<file path="config.mk">
export PLATFORM = sky130hd
export DESIGN_NAME = rs485_gap_framed_uart_buffer
export DESIGN_NICKNAME = d
export VERILOG_FILES = /design/src/rtl/rgfub_pkg.sv /design/src/rtl/rgfub_ram.sv /design/src/rtl/rs485_gap_framed_uart_buffer.sv
export SDC_FILE = /design/constraint.sdc
export NUM_CORES = 1
export LEC_CHECK = 0
export BUFFER_PORTS_ARGS = -buffer_cell sky130_fd_sc_hd__buf_2
export CORE_AREA = 2 2 303 305
export CTS_BUF_LIST = sky130_fd_sc_hd__clkbuf_4 sky130_fd_sc_hd__clkbuf_8
export CTS_CLUSTER_SIZE = 24
export DETAILED_ROUTE_END_ITERATION = 8
export DIE_AREA = 0 0 305 307
export GPL_ROUTABILITY_DRIVEN = 0
export PLACE_DENSITY_LB_ADDON = 0.08
export SETUP_SLACK_MARGIN = 0.2
export SLEW_MARGIN = 10
export SYNTH_ARGS = -nofsm -noshare
export SYNTH_HDL_FRONTEND = slang
export SYNTH_SLANG_ARGS = --single-unit
export TNS_END_PERCENT = 20
</file>
<file path="constraint.sdc">
create_clock -name clk -period 4.3 [get_ports clk]
set_input_delay 1.29 -clock clk [delete_from_list [all_inputs] [get_ports clk]]
set_output_delay 1.29 -clock clk [all_outputs]
set_load 0.02 [all_outputs]
</file>
<file path="src/rtl/rgfub_pkg.sv">
// Package for the RS-485 gap-framed UART buffer: buffer sizing, request kinds,
// configuration register indexes and reset values.
// No dependencies.
`timescale 1ns / 1ps
`default_nettype none

package rgfub_pkg;

	localparam int BUF_DEPTH = 64;
	localparam int ADDR_W    = $clog2(BUF_DEPTH);
	// Transmit counters must hold BUF_DEPTH itself
	localparam int CNT_W     = ADDR_W + 1;

	typedef enum logic [2:0] {
		REQ_RX_BYTE    = 3'd0,
		REQ_TICK       = 3'd1,
		REQ_TX_APPEND  = 3'd2,
		REQ_TX_SLOT    = 3'd3,
		REQ_TX_DONE    = 3'd4,
		REQ_RX_RELEASE = 3'd5,
		REQ_READ       = 3'd6,
		REQ_NONE       = 3'd7
	} req_kind_t;

	localparam logic [1:0] CFG_GAP_TIMEOUT   = 2'd0;
	localparam logic [1:0] CFG_ALIVE_TIMEOUT = 2'd1;
	localparam logic [1:0] CFG_SHORT_LEN     = 2'd2;

	localparam logic [7:0]  GAP_TIMEOUT_RST   = 8'd5;
	localparam logic [15:0] ALIVE_TIMEOUT_RST = 16'd2000;
	localparam logic [5:0]  SHORT_LEN_RST     = 6'd8;

endpackage

`default_nettype wire

</file>
<file path="src/rtl/rgfub_ram.sv">
// Generic single-port synchronous RAM, one access per cycle, registered read.
// No dependencies.
`timescale 1ns / 1ps
`default_nettype none

module rgfub_ram #(
	parameter int WIDTH = 8,
	parameter int DEPTH = 64
) (
	input  wire logic                     clk,
	input  wire logic                     en,
	input  wire logic                     we,
	input  wire logic [$clog2(DEPTH)-1:0] addr,
	input  wire logic [WIDTH-1:0]         wdata,
	output logic      [WIDTH-1:0]         rdata
);

	logic [WIDTH-1:0] mem [DEPTH];

	// Read data holds when no read is issued
	always_ff @(posedge clk) begin
		if (en) begin
			if (we) begin
				mem[addr] <= wdata;
			end else begin
				rdata <= mem[addr];
			end
		end
	end

endmodule

`default_nettype wire

</file>
<file path="src/rtl/rs485_gap_framed_uart_buffer.sv">
// Top level of the RS-485 gap-framed UART buffer: request decode, timers,
// counters and a two-stage result path around the shared byte memory.
// Depends on rgfub_pkg and rgfub_ram.
//
//  channel  dir  handshake               payload
//  -------  ---  ----------------------  ------------------------------------------
//  s_axis   in   s_tvalid / s_tready     tdata {read_index, data_byte}, tuser req_type,
//                                        tlast append_last
//  m_axis   out  m_tvalid / m_tready     tdata: one status/result item per request
//  cfg      in   cfg_valid / cfg_ready   cfg_index (register), cfg_data
//
// One request item per cycle sustained while m_axis is not stalled. An accepted item
// passes stage 1 and then the output register: stage 1 is the memory access (single
// port, one read or write per item), the output register then takes the registered
// read data. Stalls on m_axis back up through stage 1 to s_tready; the memory read
// data holds while stalled. Reset clears all counters, timers and flags and loads
// the register defaults; the byte memory is not cleared. cfg_ready is always high.
`timescale 1ns / 1ps
`default_nettype none

module rs485_gap_framed_uart_buffer (
	input  wire logic        clk,
	input  wire logic        arst_n,

	input  wire logic        s_tvalid,
	output logic             s_tready,
	input  wire logic [15:0] s_tdata,   // [7:0] data_byte, [13:8] read_index, [15:14] zero
	input  wire logic [2:0]  s_tuser,   // [2:0] req_type
	input  wire logic        s_tlast,   // append_last

	output logic             m_tvalid,
	input  wire logic        m_tready,
	output logic      [31:0] m_tdata,   // [0] tx_valid, [8:1] tx_byte, [9] driver_enable,
	                                    // [10] frame_done, [11] short_frame,
	                                    // [17:12] rx_count, [18] line_alive,
	                                    // [26:19] read_data, [31:27] zero

	input  wire logic        cfg_valid,
	output logic             cfg_ready,
	input  wire logic [1:0]  cfg_index,
	input  wire logic [15:0] cfg_data
);

	localparam int AW = rgfub_pkg::ADDR_W;
	localparam int CW = rgfub_pkg::CNT_W;

	// ---------------- configuration ----------------
	logic [7:0]  gap_to_q;
	logic [15:0] alive_to_q;
	logic [5:0]  short_len_q;

	assign cfg_ready = 1'b1;

	always_ff @(posedge clk or negedge arst_n) begin
		if (!arst_n) begin
			gap_to_q    <= rgfub_pkg::GAP_TIMEOUT_RST;
			alive_to_q  <= rgfub_pkg::ALIVE_TIMEOUT_RST;
			short_len_q <= rgfub_pkg::SHORT_LEN_RST;
		end else if (cfg_valid && cfg_ready) begin
			case (cfg_index)
				rgfub_pkg::CFG_GAP_TIMEOUT:   gap_to_q    <= cfg_data[7:0];
				rgfub_pkg::CFG_ALIVE_TIMEOUT: alive_to_q  <= cfg_data;
				rgfub_pkg::CFG_SHORT_LEN:     short_len_q <= cfg_data[5:0];
				default: ;
			endcase
		end
	end

	// ---------------- request fields ----------------
	rgfub_pkg::req_kind_t kind;
	logic [7:0]           in_byte;
	logic [5:0]           in_ridx;
	logic                 in_fire;

	assign kind    = rgfub_pkg::req_kind_t'(s_tuser);
	assign in_byte = s_tdata[7:0];
	assign in_ridx = s_tdata[13:8];
	// append_last marks request ends only; it steers nothing here
	logic unused_last;
	assign unused_last = s_tlast;

	// ---------------- block state ----------------
	logic [AW-1:0] recv_q;
	logic [7:0]    gap_q;
	logic [15:0]   alive_q;
	logic          frame_q;
	logic          short_q;
	logic [CW-1:0] queued_q;
	logic [CW-1:0] sent_q;
	logic          busy_q;

	logic [AW-1:0] recv_d;
	logic [7:0]    gap_d;
	logic [15:0]   alive_d;
	logic          frame_d;
	logic          short_d;
	logic [CW-1:0] queued_d;
	logic [CW-1:0] sent_d;
	logic          busy_d;

	// memory port
	logic          mem_en;
	logic          mem_we;
	logic [AW-1:0] mem_addr;
	logic [7:0]    mem_wdata;
	logic [7:0]    mem_rdata;

	// per-item result steering
	logic          txv_d;
	logic [7:0]    txb_d;
	logic          tx_from_mem_d;
	logic          rd_from_mem_d;

	// widened views for compares against 6-bit fields
	logic [AW+5:0] recv_next_ext;
	logic [AW+5:0] short_ext;
	logic [AW+5:0] ridx_ext;
	logic [AW-1:0] recv_inc;

	assign recv_inc      = recv_q + AW'(1);
	assign recv_next_ext = {6'd0, recv_inc};
	assign short_ext     = {{AW{1'b0}}, short_len_q};
	assign ridx_ext      = {{AW{1'b0}}, in_ridx};

	always_comb begin
		recv_d        = recv_q;
		gap_d         = gap_q;
		alive_d       = alive_q;
		frame_d       = frame_q;
		short_d       = short_q;
		queued_d      = queued_q;
		sent_d        = sent_q;
		busy_d        = busy_q;
		mem_en        = 1'b0;
		mem_we        = 1'b0;
		mem_addr      = '0;
		mem_wdata     = in_byte;
		txv_d         = 1'b0;
		txb_d         = 8'd0;
		tx_from_mem_d = 1'b0;
		rd_from_mem_d = 1'b0;

		case (kind)
			rgfub_pkg::REQ_RX_BYTE: begin
				alive_d = alive_to_q;
				if (!frame_q) begin
					gap_d = gap_to_q;
					if (recv_q != AW'(rgfub_pkg::BUF_DEPTH - 1)) begin
						mem_en   = 1'b1;
						mem_we   = 1'b1;
						mem_addr = recv_q;
						recv_d   = recv_inc;
						if (recv_next_ext == short_ext) begin
							short_d = 1'b1;
						end
						if (recv_inc == AW'(rgfub_pkg::BUF_DEPTH - 1)) begin
							frame_d = 1'b1;
						end
					end
				end
			end
			rgfub_pkg::REQ_TICK: begin
				if (gap_q != 8'd0) begin
					gap_d = gap_q - 8'd1;
					if (gap_q == 8'd1 && recv_q != '0) begin
						frame_d = 1'b1;
					end
				end
				if (alive_q != 16'd0) begin
					alive_d = alive_q - 16'd1;
				end
			end
			rgfub_pkg::REQ_TX_APPEND: begin
				if (!busy_q) begin
					// first byte of a burst goes out at once and is counted as sent
					busy_d   = 1'b1;
					mem_en   = 1'b1;
					mem_we   = 1'b1;
					mem_addr = '0;
					queued_d = CW'(1);
					sent_d   = CW'(1);
					txv_d    = 1'b1;
					txb_d    = in_byte;
				end else if (queued_q < CW'(rgfub_pkg::BUF_DEPTH)) begin
					mem_en   = 1'b1;
					mem_we   = 1'b1;
					mem_addr = queued_q[AW-1:0];
					queued_d = queued_q + CW'(1);
				end
			end
			rgfub_pkg::REQ_TX_SLOT: begin
				if (busy_q && sent_q < queued_q && sent_q < CW'(rgfub_pkg::BUF_DEPTH)) begin
					mem_en        = 1'b1;
					mem_addr      = sent_q[AW-1:0];
					sent_d        = sent_q + CW'(1);
					txv_d         = 1'b1;
					tx_from_mem_d = 1'b1;
				end
			end
			rgfub_pkg::REQ_TX_DONE: begin
				busy_d = 1'b0;
			end
			rgfub_pkg::REQ_RX_RELEASE: begin
				recv_d  = '0;
				gap_d   = 8'd0;
				frame_d = 1'b0;
				short_d = 1'b0;
			end
			rgfub_pkg::REQ_READ: begin
				if (ridx_ext < (AW + 6)'(rgfub_pkg::BUF_DEPTH)) begin
					mem_en        = 1'b1;
					mem_addr      = ridx_ext[AW-1:0];
					rd_from_mem_d = 1'b1;
				end
			end
			default: ;
		endcase

		// no memory access unless the item is actually taken
		mem_en = mem_en & in_fire;
	end

	always_ff @(posedge clk or negedge arst_n) begin
		if (!arst_n) begin
			recv_q   <= '0;
			gap_q    <= 8'd0;
			alive_q  <= 16'd0;
			frame_q  <= 1'b0;
			short_q  <= 1'b0;
			queued_q <= '0;
			sent_q   <= '0;
			busy_q   <= 1'b0;
		end else if (in_fire) begin
			recv_q   <= recv_d;
			gap_q    <= gap_d;
			alive_q  <= alive_d;
			frame_q  <= frame_d;
			short_q  <= short_d;
			queued_q <= queued_d;
			sent_q   <= sent_d;
			busy_q   <= busy_d;
		end
	end

	rgfub_ram #(
		.WIDTH (8),
		.DEPTH (rgfub_pkg::BUF_DEPTH)
	) u_store (
		.clk   (clk),
		.en    (mem_en),
		.we    (mem_we),
		.addr  (mem_addr),
		.wdata (mem_wdata),
		.rdata (mem_rdata)
	);

	// ---------------- stage 1: memory access in flight ----------------
	logic          valid_s1;
	logic          txv_s1;
	logic [7:0]    txb_s1;
	logic          tx_from_mem_s1;
	logic          rd_from_mem_s1;
	logic          busy_s1;
	logic          frame_s1;
	logic          short_s1;
	logic [5:0]    rxcnt_s1;
	logic          alive_s1;
	logic [AW+5:0] recv_d_ext;
	logic          adv_s1;

	logic          out_valid_q;

	assign recv_d_ext = {6'd0, recv_d};
	assign adv_s1     = valid_s1 && (!out_valid_q || m_tready);
	assign s_tready   = !valid_s1 || adv_s1;
	assign in_fire    = s_tvalid && s_tready;

	always_ff @(posedge clk or negedge arst_n) begin
		if (!arst_n) begin
			valid_s1 <= 1'b0;
		end else if (s_tready) begin
			valid_s1 <= s_tvalid;
		end
	end

	always_ff @(posedge clk) begin
		if (in_fire) begin
			txv_s1         <= txv_d;
			txb_s1         <= txb_d;
			tx_from_mem_s1 <= tx_from_mem_d;
			rd_from_mem_s1 <= rd_from_mem_d;
			busy_s1        <= busy_d;
			frame_s1       <= frame_d;
			short_s1       <= short_d;
			rxcnt_s1       <= recv_d_ext[5:0];
			alive_s1       <= (alive_d != 16'd0);
		end
	end

	// ---------------- output register ----------------
	logic [31:0] out_data_q;
	logic [7:0]  tx_byte_s1;
	logic [7:0]  read_data_s1;

	assign tx_byte_s1   = tx_from_mem_s1 ? mem_rdata : txb_s1;
	assign read_data_s1 = rd_from_mem_s1 ? mem_rdata : 8'd0;

	always_ff @(posedge clk or negedge arst_n) begin
		if (!arst_n) begin
			out_valid_q <= 1'b0;
		end else if (adv_s1) begin
			out_valid_q <= 1'b1;
		end else if (m_tready) begin
			out_valid_q <= 1'b0;
		end
	end

	always_ff @(posedge clk) begin
		if (adv_s1) begin
			out_data_q <= {5'd0, read_data_s1, alive_s1, rxcnt_s1, short_s1,
			               frame_s1, busy_s1, tx_byte_s1, txv_s1};
		end
	end

	assign m_tvalid = out_valid_q;
	assign m_tdata  = out_data_q;

endmodule

`default_nettype wire
</file>
==> results.yml, run 1 <==
setup_path:
  cp_max_fo: 26
  worst-r2r-cell-count: 13
  r2r-end: "u_store.rdata[5]"
  critical_path_class: "register to register"
  required_ps: 4790
  r2r_slack_ps: 310
  cp_slowest_cell: "or4_1"
  startpoint_type: "register"
  path_buf_inv: 2
  end_kind: "register"
  critical_path.top_delay_family: "simple AND/OR/NAND/NOR gates"
  worst_ep_arrival_time_ps: 4470
  cp_slowest_stage_delay_ps: 560
  r2r_start: "recv_q[0]"
  cp_cell_sequence: "ha_1, and3_2, nand3_2, ha_1, a22o_1, a221o_4, buf_4, nand2_1, a21oi_1, nor4_1, buf_4, o22ai_1, or4_1"
detailed_routing:
  ant_nets: 0
  drc: 0
  route.detailed.vias_per_inst: 4.81
  wl_um: 81000
  drt_iter0_drc: 1176
  dr.pass1.iters: 5
  wl_per_cell_um: 21.3
  vias: 18300
sta:
  worst_pin_slew_ps: 881
  slew_violations: 0
  maxSlewHeadroom: 0.412
  hold_slack_ps: 417
  worst_clock_skew_ps: 55.5
  hold_viol: 0
  max_freq_ghz: 0.251
  fin_crit_sh: 0.927
  rsz0062_at_grt: "true"
  timing.final.ws_setup_ps: 315
  setup_viol: 0
  fin_crit_ps: 3990
global_route:
  grt_overflow: 0
  antenna_found_initial: 2
  grt_usage: 0.170
  grt_pass1_wl_um: 119000
  first_global_vias: 18500
  grt_max_degree: 48
hold_path:
  hold_path_class: "register to register"
  holdPathStages: 0
  hold_path.startpoint: "frame_s1"
  whs_endpoint: "m_tdata[10]"
clock_network:
  path_clk_slew_ps: 60
  ctsRootBufferMaster: "clkbuf_8"
  cts_tree: "done"
  worstSkewPairLatency_ps: 760
  clkSinkCount: 647
  holdBufCountCts: 0
  cts_buffer_depth: 3
  tritoncts.num_buffers: 116
  post_cts_buffers: 0
  htreeDepth: 3
synth:
  synthArstFlopShare: 0.122
  synth_edf_count: 568
  synth.avg_cell_area_um2: 12.3
  ys_seq_elements: 647
  seq_area_frac_synth: 0.710
  syn_area_um2: 26800
  netlist-cell-type-count: 69
  yosysWarnings: 0
  ys.flop_type: "edfxtp_1"
  synthCells: 2185
job:
  drv_cap: 0
cells_and_area:
  layout_commonest_cell: "nand2_1"
  layout_common_cells: "nand2_1, edfxtp_1, a21oi_1"
  final_core_utilization: 0.363
  syn_to_final_growth_pct: 22.7
  finalNonFillerCells: 3807
  fin_nets: 2586
  layout-drive-gt1-share: 0.234
run_status:
  status: "completed"
power:
  power_frac_seq: 0.481
  p_total_mw: 15.3
  p_int_mw: 11.0
  powerDensity_nw_per_um2: 463
  ir_worst_vdd_uv: 292
  p_switching_mw: 4.23
  clkPwrFrac: 0.365
  netSwitchingFraction: 0.278
  combPwrFrac: 0.153
  total_leakage_power_nw: 12.1
placed_design:
  portBuffers: 68
  pre_cts_slack_ps: -463
  dp.cells: 3593
  dp_hpwl_um: 52600
floorplanning:
  rows: 111
  die_h_um: 307
  core_area_um2: 90700
  dieArea_um2: 93600
  die_w_um: 305
  start_util: 0.296
  io_pins: 78
[layout make-up]
cell class	count	area, µm²
fillers	8971	57800
flip-flops and latches	647	19000
multi-input cells	1394	7230
repair buffers	352	2880
clock buffers	164	1970
well taps	1186	1480
clock inverters	45	249
inverters	15	56.3
diodes	4	10.0
[worst reg2reg max path: stages, from the launching register on]
cell and delay [ps]:
dfrtp_1 360, ha_1 200, and3_2 220, nand3_2 170
ha_1 230, a22o_1 340, a221o_4 530, buf_4 310
nand2_1 110, a21oi_1 120, nor4_1 370, buf_4 190
o22ai_1 60, or4_1 560
[what timing repair did]
| item | in CTS | in global routing |
|---|---|---|
| cloned | 0 | 1 |
| endpoints found under the setup margin | 2 | 8 |
| pin swaps | 0 | 1 |
| resized for setup | 2 | 7 |
[sequential cells by signal (all words and copies together), names as in the netlist, 7 cells and up]
signal	flops
alive_q	16
alive_to_q	16
gap_to_q	8
u_store.mem	512
u_store.rdata	8
m_tdata	27
txb_s1	8
gap_q	8
queued_q	7
sent_q	7
[through the flow]
stage	TNS, ps	instance area (µm²)
after floorplan	0	26900
after global placement	-10390	30600
after detailed placement	-7510	30600
after CTS	0	32900
after global routing	0	32900
final	0	32900
[power by group through the flow]
stage,clock [mW],sequential [mW],combinational [mW]
4_1_cts,5.78,7.34,2.36
6_report,5.57,7.34,2.34
3_3_place_gp,0,7.45,2.34
3_5_place_dp,0,7.46,2.34
5_1_grt,6.04,7.38,2.57
2_1_floorplan,0,7.40,1.25
[synthesized netlist by cell type, drive strengths merged, types with 15 or more instances]
master  instances  share of area
nor2          115          0.016
dfrtp          70          0.065
buf            68          0.014
nand3          20         0.0037
ha             17         0.0079
inv            15         0.0021
edfxtp        568           0.64
and2           26         0.0061
clkbuf         66         0.0092
nand2         577          0.081
nor4           73          0.017
a21oi         276          0.052
o22ai          36         0.0084
mux2           43          0.018
nor3           17         0.0034
o21ai          41         0.0076
nand2b         17         0.0041
[worst max path at each step]
stage / start / cells after the start / slack [ps] / to
floorplan: s_tuser[0] / 11 / 240 / u_store.mem[0][0]
global placement: s_tuser[2] / 12 / -480 / u_store.rdata[1]
detailed placement: s_tuser[2] / 12 / -460 / u_store.rdata[1]
CTS: recv_q[0] / 13 / 170 / u_store.rdata[4]
global route: recv_q[0] / 13 / 190 / u_store.rdata[5]
finish: recv_q[0] / 13 / 310 / u_store.rdata[5]
[per-layer routing]
| metal | up-vias | wire, µm | track usage |
|---|---|---|---|
| met4 | 2 | 1840 | 0.0534 |
| li1 | 8602 | - | - |
| met5 | - | 16 | 0 |
| met3 | 117 | 4180 | 0.0309 |
| met2 | 453 | 37300 | 0.274 |
| met1 | 9130 | 37600 | 0.233 |
[kinds of logic (layout without fill, tap and decap cells)]
family,after synthesis,in the layout,synth area share
XOR/XNOR,17,17,0.00555
multiplexers,52,52,0.0214
flip-flops,647,647,0.710
other,2,10,0.000280
AO/OA/AOI/OAI,409,410,0.0862
adder cells (fa/ha/maj),17,17,0.00793
AND/OR/NAND/NOR,892,892,0.143
buffers and inverters,149,576,0.0256
No activity file was read; power rests on OpenSTA's default activity.
==> run 2: changes to the inputs <==
--- a/config.mk
+++ b/config.mk
@@ -11,8 +11,8 @@
 export CTS_CLUSTER_SIZE = 24
 export DETAILED_ROUTE_END_ITERATION = 8
 export DIE_AREA = 0 0 305 307
-export GPL_ROUTABILITY_DRIVEN = 0
-export PLACE_DENSITY_LB_ADDON = 0.08
+export MAX_ROUTING_LAYER = met4
+export PLACE_DENSITY_LB_ADDON = 0.2
 export SETUP_SLACK_MARGIN = 0.2
 export SLEW_MARGIN = 10
 export SYNTH_ARGS = -nofsm -noshare
==> run 2 against run 1 <==
Sequential cell count stayed put. Core utilization down 0.47 points. Sequential power is essentially flat. Critical path type is now primary input to register. Critical endpoint is now u_store.rdata[2]. Highest routed layer is now met4.
==> results.yml, run 2 (synthesis gave the netlist of run 1 again) <==
global_route:
  grt_overflow: 0
  first_global_vias: 17900
  grt_pass1_wl_um: 110000
  grt_max_degree: 80
  grt_usage: 0.160
  antenna_found_initial: 3
setup_path:
  cp_slowest_stage_delay_ps: 500
  cp_max_fo: 32
  end_kind: "register"
  cp_cell_sequence: "buf_2, nor2b_1, and3_1, a221o_2, a21oi_1, nand2b_2, buf_12, a21oi_1, nor4_1, buf_4, o22ai_1, or4_1"
  startpoint_type: "primary input"
  r2r_start: "recv_q[0]"
  cpMostUsedCell: "a21oi_1"
  worst_ep_arrival_time_ps: 4370
  required_ps: 4730
  critical_path_class: "primary input to register"
  path_buf_inv: 3
  cp_slowest_cell: "or4_1"
  crit_path_start: "s_tuser[1]"
  critical_path.top_delay_family: "simple AND/OR/NAND/NOR gates"
hold_path:
  hold_path.startpoint: "txv_s1"
  hold_path_class: "register to register"
sta:
  slew_violations: 0
  fin_crit_sh: 0.915
  timing.final.ws_setup_ps: 367
  worst_clock_skew_ps: 36.6
  rsz0062_at_grt: "false"
  setup_viol: 0
  hold_viol: 0
  maxSlewHeadroom: 0.226
  worst_pin_slew_ps: 1160
  max_freq_ghz: 0.254
  fin_crit_ps: 3930
detailed_routing:
  route.detailed.vias_per_inst: 4.78
  dr.pass1.iters: 5
  ant_nets: 0
  drc: 0
  drt_iter0_drc: 1301
  wl_um: 73300
  wl_per_cell_um: 19.5
  vias: 18000
floorplanning:
  die_h_um: 307
  start_util: 0.296
  rows: 111
  io_pins: 78
  core_area_um2: 90700
  die_w_um: 305
  dieArea_um2: 93600
clock_network:
  path_clk_slew_ps: 60
  ctsRootBufferMaster: "clkbuf_8"
  tritoncts.num_buffers: 107
  htreeDepth: 3
  cts_buffer_depth: 3
  clkSinkCount: 647
  worstSkewPairLatency_ps: 720
  cts_tree: "done"
cells_and_area:
  regMostFlops: "u_store.mem"
  syn_to_final_growth_pct: 21.1
  finalNonFillerCells: 3756
  fin_area_um2: 32500
  largest_reg_flops: 512
  layout_common_cells: "nand2_1, edfxtp_1, a21oi_1"
  layout_commonest_cell: "nand2_1"
  layout-drive-gt1-share: 0.220
  fin_nets: 2552
placed_design:
  pre_cts_slack_ps: -359
  portBuffers: 68
  place_area_um2: 30400
  dp.cells: 3569
  gp_congestion: 0.860
  dp_hpwl_um: 47300
power:
  total_leakage_power_nw: 11.8
  p_total_mw: 14.8
  ir_worst_vdd_uv: 206
  powerDensity_nw_per_um2: 456
job:
  drv_cap: 0
run_status:
  status: "completed"
[run 2: cell types whose count changed in the layout (fill, tap and decap cells not counted), sizes merged]
| cell | before | now |
|---|---|---|
| a221o | 5 | 4 |
| inv | 18 | 16 |
| diode | 4 | 2 |
| buf | 352 | 328 |
| bufinv | 1 | 2 |
| clkbuf | 164 | 147 |
| clkinvlp | 1 | 2 |
| clkinv | 40 | 33 |
[run 2: area by class of cell]
class,instances,area (µm²)
fillers,8848,58200
well taps,1186,1480
multi-input cells,1393,7160
flip-flops and latches,647,19000
inverters,15,56.3
repair buffers,328,2690
diodes,2,5.00
clock buffers,147,1810
clock inverters,38,235
[run 2: metal layers]
metal | global-route usage | routed length [µm]
met5 | - | 0
met4 | 0.0485 | 1640
met3 | 0.0325 | 4090
met2 | 0.246 | 33900
met1 | 0.213 | 33700
[run 2: worst paths after layout]
path	depth (start not counted)	slack (ps)	to
worst max-delay path	12	370	u_store.rdata[2]
max in group asynchronous	1	2840	queued_q[3]
worst min-delay path	0	420	m_tdata[0]
worst min register to register	0	420	m_tdata[0]
worst max register to register	13	380	u_store.rdata[2]
min in group asynchronous	1	740	gap_q[5]
[run 2: where the power goes]
| group | leakage [nW] | total (mW) | switching, mW | internal [mW] |
|---|---|---|---|---|
| registers | 6.11 | 7.33 | 0.228 | 7.10 |
| clock network | 1.09 | 5.24 | 2.42 | 2.82 |
| logic | 4.64 | 2.23 | 1.33 | 0.899 |
[run 2: what timing repair did]
item / in CTS / in global routing
setup buffers: 0 / 0
endpoints found under the setup margin: 0 / 1
hold buffers: 0 / 0
gates resized for setup: 0 / 3
[run 2: stage by stage]
stage | hold slack (ps) | setup TNS (ps) | util
6_report | 416 | 0 | 0.358
5_1_grt | 427 | 0 | 0.358
4_1_cts | 415 | 0 | 0.358
3_5_place_dp | 405 | -15400 | 0.336
3_3_place_gp | 401 | -8200 | 0.336
2_1_floorplan | 400 | 0 | -
==> run 3: changes to the inputs <==
--- a/config.mk
+++ b/config.mk
@@ -5,12 +5,13 @@
 export SDC_FILE = /design/constraint.sdc
 export NUM_CORES = 1
 export LEC_CHECK = 0
+export ABC_AREA = 1
 export BUFFER_PORTS_ARGS = -buffer_cell sky130_fd_sc_hd__buf_2
-export CORE_AREA = 2 2 303 305
+export CORE_AREA = 2 2 308 310
 export CTS_BUF_LIST = sky130_fd_sc_hd__clkbuf_4 sky130_fd_sc_hd__clkbuf_8
 export CTS_CLUSTER_SIZE = 24
 export DETAILED_ROUTE_END_ITERATION = 8
-export DIE_AREA = 0 0 305 307
+export DIE_AREA = 0 0 310 312
 export MAX_ROUTING_LAYER = met4
 export PLACE_DENSITY_LB_ADDON = 0.2
 export SETUP_SLACK_MARGIN = 0.2
==> run 3 against run 2 <==
First-iteration DRC count decreased by 8.2%. Clock skew increased by 11 ps. Routed wire length increased by 4.9%. Synthesized area increased by 3.8%. Hold slack improved by 1.7 ps. Clock-buffer cell count increased by 3. Critical endpoint is now u_store.rdata[1]. Highest routed layer unchanged. Worst setup slack improved by 310 ps. Core utilization decreased by 0.76 points. Final cell count increased by 13%. Sequential share of layout area decreased by 0.25 points. Global-route usage increased by 0.37 points. Largest power group unchanged.
==> results.yml, run 3 <==
setup_path:
  r2r_start: "recv_q[0]"
  worst-r2r-cell-count: 19
  required_ps: 4750
  cp_max_fo: 50
  startpoint_type: "register"
  r2r-end: "u_store.rdata[1]"
  worst_ep_arrival_time_ps: 4070
  critical_path_class: "register to register"
  r2r_slack_ps: 680
  end_kind: "register"
synth:
  synth_edf_count: 568
  synthTopCellsByArea: "edfxtp_1, nand2_1, dfrtp_1"
  ys_seq_elements: 647
  netlist-cell-type-count: 46
  synth.avg_cell_area_um2: 10.4
  synthArstFlopShare: 0.122
  synth_commonest_cells: "nand2_1, edfxtp_1, nor2_1"
  seq_area_frac_synth: 0.683
  synth_top_area_cell: "edfxtp_1"
  synthCells: 2677
  syn_area_um2: 27900
  yosysWarnings: 0
  synth_top_cell_area_share: 0.612
  post-synth-top-count-cell: "nand2_1"
  ys.flop_type: "edfxtp_1"
cells_and_area:
  multi_input_area_um2: 7770
  layout_commonest_cell: "nand2_1"
  final_core_utilization: 0.351
  regMostFlops: "u_store.mem"
  seq_area_um2: 19000
  layout_common_cells: "nand2_1, edfxtp_1, nor2_1"
  layout-drive-gt1-share: 0.147
  fillers: 9423
  fin_nets: 2950
  syn_to_final_growth_pct: 17.1
  largest_reg_flops: 512
clock_network:
  htreeDepth: 3
  clkSinkCount: 647
  holdBufCountCts: 0
  ctsRootBufferMaster: "clkbuf_8"
  cts_buffer_depth: 3
  post_cts_buffers: 0
  worstSkewPairLatency_ps: 750
  cts_tree: "done"
  tritoncts.num_buffers: 108
  post_cts_resized: 0
  path_clk_slew_ps: 70
floorplanning:
  start_util: 0.299
  core_area_um2: 93000
  dieArea_um2: 96700
  rows: 112
  io_pins: 78
  die_h_um: 312
  die_w_um: 310
placed_design:
  portBuffers: 68
  gp_congestion: 0.863
  pre_cts_slack_ps: 70.6
  dp_hpwl_um: 50200
sta:
  setup_viol: 0
  timing.final.ws_setup_ps: 681
  worst_clock_skew_ps: 47.8
  worst_pin_slew_ps: 1080
  setup-tns-final_ps: 0
  hold_viol: 0
  fin_crit_ps: 3620
  slew_violations: 0
  rsz0062_at_grt: "false"
  maxSlewHeadroom: 0.281
  max_freq_ghz: 0.276
  fin_crit_sh: 0.842
detailed_routing:
  wl_per_cell_um: 18.2
  vias: 19200
  ant_nets: 0
  wl_um: 77000
  drt_iter0_drc: 1194
  route.detailed.vias_per_inst: 4.53
  drc: 0
  dr.pass1.iters: 5
power:
  ir_worst_vdd_uv: 241
  total_leakage_power_nw: 13.1
  powerDensity_nw_per_um2: 469
global_route:
  first_global_vias: 19300
  antenna_found_initial: 2
  grt_pass1_wl_um: 117000
  grt_overflow: 0
  grt_usage: 0.163
  grt_max_degree: 85
hold_path:
  holdPathStages: 0
  hold_path.startpoint: "frame_s1"
  whs_endpoint: "m_tdata[10]"
  hold_path_class: "register to register"
run_status:
  status: "completed"
job:
  drv_cap: 0
-- run 3: cell count changes in the layout (fill, tap and decap cells not counted), sizes merged, moves of 60 or more --
cell   delta
inv     +119
nor4     -71
nand4    +60
nand2   +692
a21oi   -250
nor2     +66
buf     -123
-- run 3: final cells by class --
type,count,share of cell area
Clock buffer,150,0.0558
Tap cell,1254,0.0481
Inverter,133,0.0155
Clock inverter,45,0.0126
Timing Repair Buffer,205,0.0462
Sequential cell,647,0.584
Antenna cell,1,0.0000767
Multi-Input combinational cell,1795,0.238
-- run 3: metal layers --
layer / vias up / global-route usage / wire length [µm] / part of all wire
met2: 432 / 0.262 / 36500 / 0.47
met5: - / - / 0 / 0
met1: 9273 / 0.214 / 35200 / 0.46
li1: 9334 / - / - / -
met4: 0 / 0.0440 / 1790 / 0.023
met3: 143 / 0.0276 / 3500 / 0.045
-- run 3: worst max-delay path, cell delays in order, from the launching register on --
cell and delay [ps]:
dfrtp_1 490, ha_1 240, nand3_1 120, nor2_1 150, nand2_1 100, ha_1 190
nand2_1 90, o2bb2ai_1 100, nor2_4 230, nand2_8 120, buf_12 200, buf_4 250
nand2_1 70, nand2_1 50, nand2_1 70, nand4_1 150, nand2_1 130, nand2_1 60
nor2_1 320, nand2_1 140
-- run 3: where the power goes --
group | internal (mW) | switching [mW] | leakage, nW
combinational | 0.700 | 1.53 | 5.78
sequential | 7.14 | 0.221 | 6.12
clock | 3.16 | 2.54 | 1.17
-- run 3: logic make-up after synthesis --
logic type,share of synthesized area
other,0.000270
and+or+nand+nor,0.229
DFF,0.683
xor gates and xnor gates,0.00660
muxes,0.00485
adders and majority gates,0.00763
AOI/OAI and AO/OA,0.0286
buffers and inverters,0.0393
-- run 3: per-stage QoR --
| step | total power, mW | area (µm²) | instances | hold slack [ps] |
|---|---|---|---|---|
| after CTS | 15.5 | 32600 | 4229 | 401 |
| after global placement | 9.69 | 30400 | 4034 | 401 |
| final | 15.3 | 32600 | 4230 | 418 |
| after global routing | 16.0 | 32600 | 4230 | 421 |
| after floorplan | 8.90 | 27900 | 2681 | 400 |
| after detailed placement | 9.72 | 30400 | 4034 | 405 |
-- run 3: how the worst max path moves through the flow --
stage                         end       start  depth (start not counted)
6_report         u_store.rdata[1]   recv_q[0]                         19
5_1_grt          u_store.rdata[1]   recv_q[0]                         19
4_1_cts          u_store.rdata[1]   recv_q[0]                         19
3_5_place_dp   u_store.mem[62][5]  s_tuser[2]                         13
3_3_place_gp   u_store.mem[62][0]  s_tuser[2]                         13
2_1_floorplan  u_store.mem[48][0]  s_tuser[2]                         11
